==> src/axt_pkg.sv <==
package axt_pkg;

	localparam int NUM_REGS = 32;
	localparam int REG_IDX_W = $clog2(NUM_REGS);
	localparam int ADDR_W = 64;
	localparam int INSN_W = 32;
	localparam int CFG_IDX_W = 1;
	localparam int CFG_DATA_W = 64;

	// Configuration register indexes.
	localparam logic [CFG_IDX_W-1:0] CFG_TARGET_REG = 1'd0;
	localparam logic [CFG_IDX_W-1:0] CFG_TARGET_VALUE = 1'd1;

	// Result status codes.
	localparam logic [1:0] STATUS_NONE = 2'd0;
	localparam logic [1:0] STATUS_HIT = 2'd1;
	localparam logic [1:0] STATUS_END = 2'd2;

	// Instruction decode patterns.
	localparam logic [INSN_W-1:0] OP_RET = 32'hD65F03C0;
	localparam logic [INSN_W-1:0] MASK_LDRLIT = 32'hFF000000;
	localparam logic [INSN_W-1:0] PAT_LDRLIT = 32'h58000000;
	localparam logic [INSN_W-1:0] MASK_ADR = 32'h9F000000;
	localparam logic [INSN_W-1:0] PAT_ADR = 32'h10000000;
	localparam logic [INSN_W-1:0] PAT_ADRP = 32'h90000000;
	localparam logic [INSN_W-1:0] MASK_ADDLDR = 32'hFFC00000;
	localparam logic [INSN_W-1:0] PAT_ADD = 32'h91000000;
	localparam logic [INSN_W-1:0] PAT_LDRUOFF = 32'hF9400000;
	localparam logic [ADDR_W-1:0] PAGE_MASK = 64'hFFF;

endpackage

==> src/axt_in_if.sv <==
interface axt_in_if;
	logic valid;
	logic ready;
	logic [axt_pkg::INSN_W-1:0] insn;
	logic [axt_pkg::ADDR_W-1:0] pc;
	logic last;

	modport source (output valid, output insn, output pc, output last, input ready);
	modport sink (input valid, input insn, input pc, input last, output ready);
endinterface

==> src/axt_out_if.sv <==
interface axt_out_if;
	logic valid;
	logic ready;
	logic [1:0] status;
	logic [axt_pkg::ADDR_W-1:0] value;

	modport source (output valid, output status, output value, input ready);
	modport sink (input valid, input status, input value, output ready);
endinterface

==> src/axt_cfg_if.sv <==
interface axt_cfg_if;
	logic valid;
	logic ready;
	logic [axt_pkg::CFG_IDX_W-1:0] index;
	logic [axt_pkg::CFG_DATA_W-1:0] data;

	modport source (output valid, output index, output data, input ready);
	modport sink (input valid, input index, input data, output ready);
endinterface

==> src/arm64_address_xref_tracker.sv <==
// ARM64 address cross-reference tracker.
// The item channel carries one instruction word with its address and a last
// flag; every accepted word gives exactly one word on the result channel
// (status and value). The cfg channel writes target_reg (index 0) and
// target_value (index 1); it is always ready. The user must write it only
// while idle; the block does not enforce it. The block takes one item per
// cycle unless the receiver stalls: the tracked register file is a memory
// with two registered read ports (base and destination registers), read
// when the item is accepted and written back as it leaves stage 1, with a
// bypass for a write on the read edge. Each entry has a valid bit in
// flip-flops, so RET and the end of a scan clear the whole file at once.
// Reset clears the valid bits, the hit flag, the configuration registers and
// the pipeline; the block can take an item in the first cycle after reset.
// When the receiver stalls, the result register holds its word, the stage
// behind it holds its item, and item.ready drops once both are full.
module arm64_address_xref_tracker (
	input logic clk,
	input logic arst_n,
	axt_in_if.sink item,
	axt_out_if.source result,
	axt_cfg_if.sink cfg
);

	logic [axt_pkg::REG_IDX_W-1:0] target_reg_q;
	logic [axt_pkg::ADDR_W-1:0] target_value_q;

	logic [axt_pkg::ADDR_W-1:0] reg_mem [axt_pkg::NUM_REGS];
	logic [axt_pkg::NUM_REGS-1:0] valid_q;
	logic hit_seen_q;

	logic v_s1;
	logic [axt_pkg::INSN_W-1:0] insn_s1;
	logic [axt_pkg::ADDR_W-1:0] pc_s1;
	logic last_s1;
	logic [axt_pkg::ADDR_W-1:0] rn_rd_s1;
	logic [axt_pkg::ADDR_W-1:0] rd_rd_s1;
	logic rn_fwd_s1;
	logic rd_fwd_s1;
	logic [axt_pkg::ADDR_W-1:0] fwd_data_s1;

	logic out_v_q;
	logic [1:0] out_status_q;
	logic [axt_pkg::ADDR_W-1:0] out_value_q;

	logic s1_adv;
	logic accept;
	logic [axt_pkg::REG_IDX_W-1:0] rn_in;
	logic [axt_pkg::REG_IDX_W-1:0] rn;
	logic [axt_pkg::REG_IDX_W-1:0] rd;
	logic [11:0] imm12;
	logic [20:0] imm21;
	logic is_ldrlit, is_adr, is_adrp, is_add, is_ldr, is_ret;
	logic do_wr;
	logic mem_we;
	logic [axt_pkg::ADDR_W-1:0] rn_val;
	logic [axt_pkg::ADDR_W-1:0] rd_val;
	logic [axt_pkg::ADDR_W-1:0] base;
	logic [axt_pkg::ADDR_W-1:0] offs;
	logic [axt_pkg::ADDR_W-1:0] new_val;
	logic [axt_pkg::ADDR_W-1:0] check_val;
	logic hit;
	logic [1:0] status;
	logic [axt_pkg::ADDR_W-1:0] value;

	assign cfg.ready = 1'b1;

	assign s1_adv = v_s1 && (!out_v_q || result.ready);
	assign item.ready = !v_s1 || s1_adv;
	assign accept = item.valid && item.ready;
	assign rn_in = item.insn[9:5];

	// Decode of the item in stage 1.
	assign rd = insn_s1[4:0];
	assign rn = insn_s1[9:5];
	assign imm12 = insn_s1[21:10];
	assign imm21 = {insn_s1[23:5], insn_s1[30:29]};
	assign is_ldrlit = (insn_s1 & axt_pkg::MASK_LDRLIT) == axt_pkg::PAT_LDRLIT;
	assign is_adr = (insn_s1 & axt_pkg::MASK_ADR) == axt_pkg::PAT_ADR;
	assign is_adrp = (insn_s1 & axt_pkg::MASK_ADR) == axt_pkg::PAT_ADRP;
	assign is_add = (insn_s1 & axt_pkg::MASK_ADDLDR) == axt_pkg::PAT_ADD;
	assign is_ldr = (insn_s1 & axt_pkg::MASK_ADDLDR) == axt_pkg::PAT_LDRUOFF;
	assign is_ret = insn_s1 == axt_pkg::OP_RET;
	assign do_wr = is_ldrlit || is_adr || is_adrp || is_add || is_ldr;
	assign mem_we = s1_adv && !hit_seen_q && do_wr;

	// An invalid entry reads as zero; a write on the read edge is bypassed.
	assign rn_val = !valid_q[rn] ? '0 : (rn_fwd_s1 ? fwd_data_s1 : rn_rd_s1);
	assign rd_val = !valid_q[rd] ? '0 : (rd_fwd_s1 ? fwd_data_s1 : rd_rd_s1);

	always_comb begin
		base = rn_val;
		offs = {{(axt_pkg::ADDR_W-12){1'b0}}, imm12};
		if (is_ldrlit) begin
			base = pc_s1;
			offs = {{(axt_pkg::ADDR_W-21){insn_s1[23]}}, insn_s1[23:5], 2'b00};
		end else if (is_adr) begin
			base = pc_s1;
			offs = {{(axt_pkg::ADDR_W-21){imm21[20]}}, imm21};
		end else if (is_adrp) begin
			base = pc_s1 & ~axt_pkg::PAGE_MASK;
			offs = {{(axt_pkg::ADDR_W-33){imm21[20]}}, imm21, 12'h000};
		end else if (is_ldr) begin
			offs = {{(axt_pkg::ADDR_W-15){1'b0}}, imm12, 3'b000};
		end
	end

	assign new_val = base + offs;

	always_comb begin
		if (do_wr) begin
			check_val = new_val;
		end else if (is_ret) begin
			check_val = '0;
		end else begin
			check_val = rd_val;
		end
	end

	always_comb begin
		hit = 1'b0;
		status = axt_pkg::STATUS_NONE;
		value = '0;
		if (!hit_seen_q) begin
			if (!is_adrp && rd == target_reg_q) begin
				if (target_value_q == '0) begin
					hit = 1'b1;
					value = check_val;
				end else if (check_val == target_value_q) begin
					hit = 1'b1;
					value = pc_s1;
				end
			end
			if (hit) begin
				status = axt_pkg::STATUS_HIT;
			end else if (last_s1) begin
				status = axt_pkg::STATUS_END;
			end
		end
	end

	// Register file memory: one write port, two registered read ports.
	always_ff @(posedge clk) begin
		if (mem_we) begin
			reg_mem[rd] <= new_val;
		end
		if (accept) begin
			rn_rd_s1 <= reg_mem[rn_in];
			rd_rd_s1 <= reg_mem[item.insn[4:0]];
		end
	end

	always_ff @(posedge clk) begin
		if (accept) begin
			insn_s1 <= item.insn;
			pc_s1 <= item.pc;
			last_s1 <= item.last;
			rn_fwd_s1 <= mem_we && (rd == rn_in);
			rd_fwd_s1 <= mem_we && (rd == item.insn[4:0]);
			fwd_data_s1 <= new_val;
		end
		if (s1_adv) begin
			out_status_q <= status;
			out_value_q <= value;
		end
	end

	always_ff @(posedge clk or negedge arst_n) begin
		if (!arst_n) begin
			v_s1 <= 1'b0;
			out_v_q <= 1'b0;
			valid_q <= '0;
			hit_seen_q <= 1'b0;
			target_reg_q <= '0;
			target_value_q <= '0;
		end else begin
			if (accept) begin
				v_s1 <= 1'b1;
			end else if (s1_adv) begin
				v_s1 <= 1'b0;
			end
			if (s1_adv) begin
				out_v_q <= 1'b1;
			end else if (result.ready) begin
				out_v_q <= 1'b0;
			end
			if (s1_adv) begin
				if (last_s1) begin
					valid_q <= '0;
					hit_seen_q <= 1'b0;
				end else if (!hit_seen_q) begin
					if (is_ret) begin
						valid_q <= '0;
					end else if (do_wr) begin
						valid_q[rd] <= 1'b1;
					end
					if (hit) begin
						hit_seen_q <= 1'b1;
					end
				end
			end
			if (cfg.valid && cfg.ready) begin
				case (cfg.index)
					axt_pkg::CFG_TARGET_REG: target_reg_q <= cfg.data[axt_pkg::REG_IDX_W-1:0];
					axt_pkg::CFG_TARGET_VALUE: target_value_q <= cfg.data;
					default: ;
				endcase
			end
		end
	end

	assign result.valid = out_v_q;
	assign result.status = out_status_q;
	assign result.value = out_value_q;

`ifndef SYNTHESIS
	// A result that is not a hit always carries a zero value.
	assert property (@(posedge clk) disable iff (!arst_n)
		(out_v_q && out_status_q != axt_pkg::STATUS_HIT) |-> (out_value_q == '0))
		else $error("non-hit result carries a nonzero value");

	// A hit before the end of the scan suppresses the following items.
	assert property (@(posedge clk) disable iff (!arst_n)
		(s1_adv && hit && !last_s1) |=> hit_seen_q)
		else $error("hit flag not set after a hit");

	// The end of a scan empties the register file and the hit flag.
	assert property (@(posedge clk) disable iff (!arst_n)
		(s1_adv && last_s1) |=> (valid_q == '0 && !hit_seen_q))
		else $error("tracked state not cleared at end of scan");

	// Once a hit is seen, the register file is not written.
	assert property (@(posedge clk) disable iff (!arst_n)
		hit_seen_q |-> !mem_we)
		else $error("register file written after a hit");
`endif

endmodule
==> src/flat_wrapper.sv <==
// flat-port wrapper written by rule: the top's interface ports become plain ports
module arm64_address_xref_tracker_flat 
  (clk, arst_n, item_valid, item_insn, item_pc, item_last, item_ready, result_valid, result_status, result_value, result_ready, cfg_valid, cfg_index, cfg_data, cfg_ready);
  axt_in_if item_i ();
  axt_out_if result_i ();
  axt_cfg_if cfg_i ();
  input logic clk;
  input logic arst_n;
  input wire logic [$bits(item_i.valid)-1:0] item_valid;
  input wire logic [$bits(item_i.insn)-1:0] item_insn;
  input wire logic [$bits(item_i.pc)-1:0] item_pc;
  input wire logic [$bits(item_i.last)-1:0] item_last;
  output wire logic [$bits(item_i.ready)-1:0] item_ready;
  output wire logic [$bits(result_i.valid)-1:0] result_valid;
  output wire logic [$bits(result_i.status)-1:0] result_status;
  output wire logic [$bits(result_i.value)-1:0] result_value;
  input wire logic [$bits(result_i.ready)-1:0] result_ready;
  input wire logic [$bits(cfg_i.valid)-1:0] cfg_valid;
  input wire logic [$bits(cfg_i.index)-1:0] cfg_index;
  input wire logic [$bits(cfg_i.data)-1:0] cfg_data;
  output wire logic [$bits(cfg_i.ready)-1:0] cfg_ready;
  assign item_i.valid = item_valid;
  assign item_i.insn = item_insn;
  assign item_i.pc = item_pc;
  assign item_i.last = item_last;
  assign item_ready = item_i.ready;
  assign result_valid = result_i.valid;
  assign result_status = result_i.status;
  assign result_value = result_i.value;
  assign result_i.ready = result_ready;
  assign cfg_i.valid = cfg_valid;
  assign cfg_i.index = cfg_index;
  assign cfg_i.data = cfg_data;
  assign cfg_ready = cfg_i.ready;
  arm64_address_xref_tracker u_core (.clk(clk), .arst_n(arst_n), .item(item_i), .result(result_i), .cfg(cfg_i));
endmodule
==> config.mk <==
export PLATFORM = sky130hd
export DESIGN_NAME = arm64_address_xref_tracker_flat
export DESIGN_NICKNAME = d
export VERILOG_FILES = /design/src/axt_pkg.sv /design/src/axt_in_if.sv /design/src/axt_out_if.sv /design/src/axt_cfg_if.sv /design/src/arm64_address_xref_tracker.sv /design/src/flat_wrapper.sv
export SDC_FILE = /design/constraint.sdc
export NUM_CORES = 2
export LEC_CHECK = 0
export BUFFER_PORTS_ARGS = -buffer_cell sky130_fd_sc_hd__buf_2
export CELL_PAD_IN_SITES_DETAIL_PLACEMENT = 0
export CELL_PAD_IN_SITES_GLOBAL_PLACEMENT = 1
export CORE_MARGIN = 5
export CORE_UTILIZATION = 55
export CTS_CLUSTER_DIAMETER = 150
export DETAILED_ROUTE_END_ITERATION = 6
export PLACE_DENSITY_LB_ADDON = 0.1
export SLEW_MARGIN = 20
export SYNTH_ARGS = -nofsm -noshare
export SYNTH_HDL_FRONTEND = slang
export SYNTH_SLANG_ARGS = --single-unit
==> constraint.sdc <==
create_clock -name clk -period 8.9 [get_ports clk]
set_clock_uncertainty 0.2 [all_clocks]
set_input_delay 0.89 -clock clk [delete_from_list [all_inputs] [get_ports clk]]
set_output_delay 0.89 -clock clk [all_outputs]
set_load 0.05 [all_outputs]
==> results.tsv <==
metric	value	unit
status	finished, final reports clean	
synthesis-to-finish area growth	13.1	%
row count	170	
Required @ worst endpoint	9.41	ns
Final ANT Viol Nets	0	
peak supply drop	210	uV
Routability Congestion	1.00	
Worst R2R Start	u_core.insn_s1[8]$_DFFE_PP_	
critical path class	flop to flop	
Longest Clk Path Bufs	4	
CTS tree	done	
Synthesis Warnings	0	
antenna violations before repair	26	
hold endpoint	u_core.pc_s1[29]$_DFFE_PP_	
clock transition at the registers of the reported paths	0.06	ns
Slew Viols, Final	0	
Post-synth EDFFs	2405	
IO Pins	236	
most common flop cell mapped by yosys	edfxtp_1	
RSZ-0062 raised after global routing	false	
Final min period	8.47	ns
Post-DP Area	124000	sq um
Clk Tree Root Cell	clkbuf_16	
hold-critical path depth	1	
Slew HR	0.179	
TNS Setup	0	ns
Residual DRC	0	
worst hold start	item_pc[29]	
drt pass-1 iters	5	
flops & latches, synth	2509	
Clock Sinks	2509	
Starting DRT DRC Count	10800	
total of max-cap violations	0	
number of global-route vias before repair	69400	
R2R cell count	22	
worst skew pair latency	0.93	ns
Worst setup EP type	flop	
HPWL after DPL	228000	um
Final Hold Slack	0.0492	ns
gr usage total	0.357	
Mapped Area	119000	sq um
Post-Syn Nets	6321	
Hold Path Class	input pin to flop	
CTS H-tree lvls	5	
Via density	7.45	
Synth async-reset ratio	0.0415	
# fillers	14800	
number of CTS-inserted buffers	281	
final setup fails	0	
setup bufs post-CTS	0	
crit path DAT	8.97	ns
most common cell after layout, fill and taps aside	edfxtp_1	
layout cell share with drive strength beyond 1	0.362	
Mean Syn Cell Area	19.5	sq um
Final #Nets	6693	
Cells after Synth	6090	
Slew @ Worst Pin	1.22	ns
final hold violations	0	
Max Clock Freq	0.118	GHz
RR Endpoint	u_core.result.value[14]$_SDFFCE_PP0P_	
r2r setup slk	0.43	ns
Routed WL per cell	42.2	um
pwr/cell area	206	nW/um^2
non-filler instance count after layout	9498	
critical path startpoint category	flop	
GR Overflow Total	0	
Pleak	0.0438	uW
die area	225000	sq um
Placed Cells	8901	
largest net degree at the start of global routing	115	
DR vias	70800	
Post-Route WL	400000	um
port bufs	234	
Initial Util	0.553	
core box area	215000	sq um
sequential cell area fraction in the yosys report	0.630	
fin crit share	0.951	
first-pass GRT wire length	556000	um
synth unique cells	92	
Die X	475	um
critical path fanouts, max	42	
Die Y	475	um
most frequent cells in the layout	2405 x edfxtp_1, 1288 x mux4_2, 290 x clkbuf_16, 223 x buf_2, 220 x nand2_1	
Finished Cell Area	134000	sq um
-- metrics by stage --
| stage | setup slack (ns) | power, uW | util |
|---|---|---|---|
| CTS | 0.540 | 27700 | 0.626 |
| detailed placement | 0.579 | 16600 | 0.580 |
| floorplan | 0.00980 | 15500 | - |
| global route | 0.104 | 28300 | 0.626 |
| finish | 0.434 | 27600 | 0.626 |
| global placement | 0.608 | 16600 | 0.580 |
-- cell usage after synthesis, drive strengths merged (7+ instances only) --
cell type     n  area, sq um
a21o         30          225
and2         12         77.6
a22o         39          342
nand2       223          853
or3          13         81.3
buf         132          617
inv          42          158
xor2         49          429
a211oi       12         90.1
o211ai       14          105
ha           63          788
nand4        45          282
nand3b        7         52.6
a211o        10         87.6
mux4       1288        29000
o21a         16          120
a31oi        10         62.6
o2111ai      12          111
nand2b        7         43.8
a21oi       164          828
nor3b        11         82.6
clkbuf      308         1160
o2bb2ai      41          403
or2           8         50.1
nor3         28          150
o31ai         8         60.1
o21ai       156          781
nand3        27          135
mux2        211         2380
o22ai        29          181
nor2        178          668
nor4         36          225
a22oi         7         52.6
xnor2        56          490
and4          8         72.6
dfrtp       104         2600
mux2i       159         1590
a2111oi       9         87.6
and3         14         87.6
edfxtp     2405        72200
-- repair_timing --
item                       in CTS  in global routing
setup endpoints to repair       0                  9
resized for setup               0                  1
hold endpoints to repair      146                  0
hold buffers                  116                  0
-- worst max path at each step --
stage / from / endpoint / cells after the start
CTS: u_core.insn_s1[8]$_DFFE_PP_ / u_core.result.value[22]$_SDFFCE_PP0P_ / 21
floorplan: result_ready / u_core.fwd_data_s1[0]$_DFFE_PP_ / 2
global route: u_core.insn_s1[5]$_DFFE_PP_ / u_core.result.value[22]$_SDFFCE_PP0P_ / 22
global placement: u_core.insn_s1[8]$_DFFE_PP_ / u_core.result.value[32]$_SDFFCE_PP0P_ / 21
detailed placement: u_core.insn_s1[8]$_DFFE_PP_ / u_core.result.value[22]$_SDFFCE_PP0P_ / 21
finish: u_core.insn_s1[8]$_DFFE_PP_ / u_core.result.value[14]$_SDFFCE_PP0P_ / 22
-- metal layers --
metal	track usage	wire [um]	up-vias
met5	0	27	-
met4	0.129	17500	4
met3	0.0797	48100	769
met2	0.524	178000	5166
met1	0.536	157000	37900
li1	-	-	26900
-- flip-flops by register name, summed over array words and instances, names as in the netlist, 32 cells and up --
signal and count:
u_core.insn_s1 32, u_core.rd_rd_s1 64, u_core.pc_s1 64, u_core.rn_rd_s1 64, u_core.reg_mem 2048, u_core.valid_q 32
u_core.target_value_q 64, u_core.result.value 64, u_core.fwd_data_s1 64
-- cell families (layout without fill, tap and decap cells) --
family          Yosys count  count (layout)  share of synthesized area
compound gates          628             628                     0.0353
xor+xnor                105             105                    0.00775
fa+ha+maj                64              64                    0.00681
buf+inv                 482            1043                     0.0163
flops                  2509            2509                      0.630
mux                    1658            1658                      0.278
other cells               1              10                  0.0000316
simple gates            643             643                     0.0260
-- where the power goes --
part	switching [uW]	internal [uW]	total [uW]
sequential	253	13400	13700
clock	4590	6590	11200
combinational	1720	1050	2770
total	6570	21000	27600
-- area by class of cell --
| type | count | area (sq um) | share of cell area |
|---|---|---|---|
| diodes | 9 | 22.5 | 0.000168 |
| clock buffers | 359 | 7580 | 0.0564 |
| clock inverters | 113 | 1090 | 0.00814 |
| inverters | 42 | 158 | 0.00117 |
| multi-input cells | 3099 | 42700 | 0.318 |
| flip-flops and latches | 2509 | 74800 | 0.557 |
| well taps | 2838 | 3550 | 0.0264 |
| repair buffers | 529 | 4420 | 0.0329 |
-- worst max-delay path, cell delays in order (launching register included) --
cell	delay (ns)
edfxtp_1	0.83
mux2i_1	0.17
mux4_2	0.49
mux2_2	0.28
a211o_2	0.65
buf_4	0.39
o21ai_0	0.21
ha_1	0.32
and2_1	0.23
a221o_1	0.39
o21ai_0	0.52
a211oi_1	0.17
buf_4	0.20
o31ai_1	0.73
buf_4	0.25
nand2_1	0.11
a21boi_0	0.59
mux2i_1	0.15
nor4_1	0.24
and4_1	0.28
and4_4	0.47
buf_12	0.23
o2bb2ai_1	0.14
Note: power is estimated with default switching activity, not from simulation.
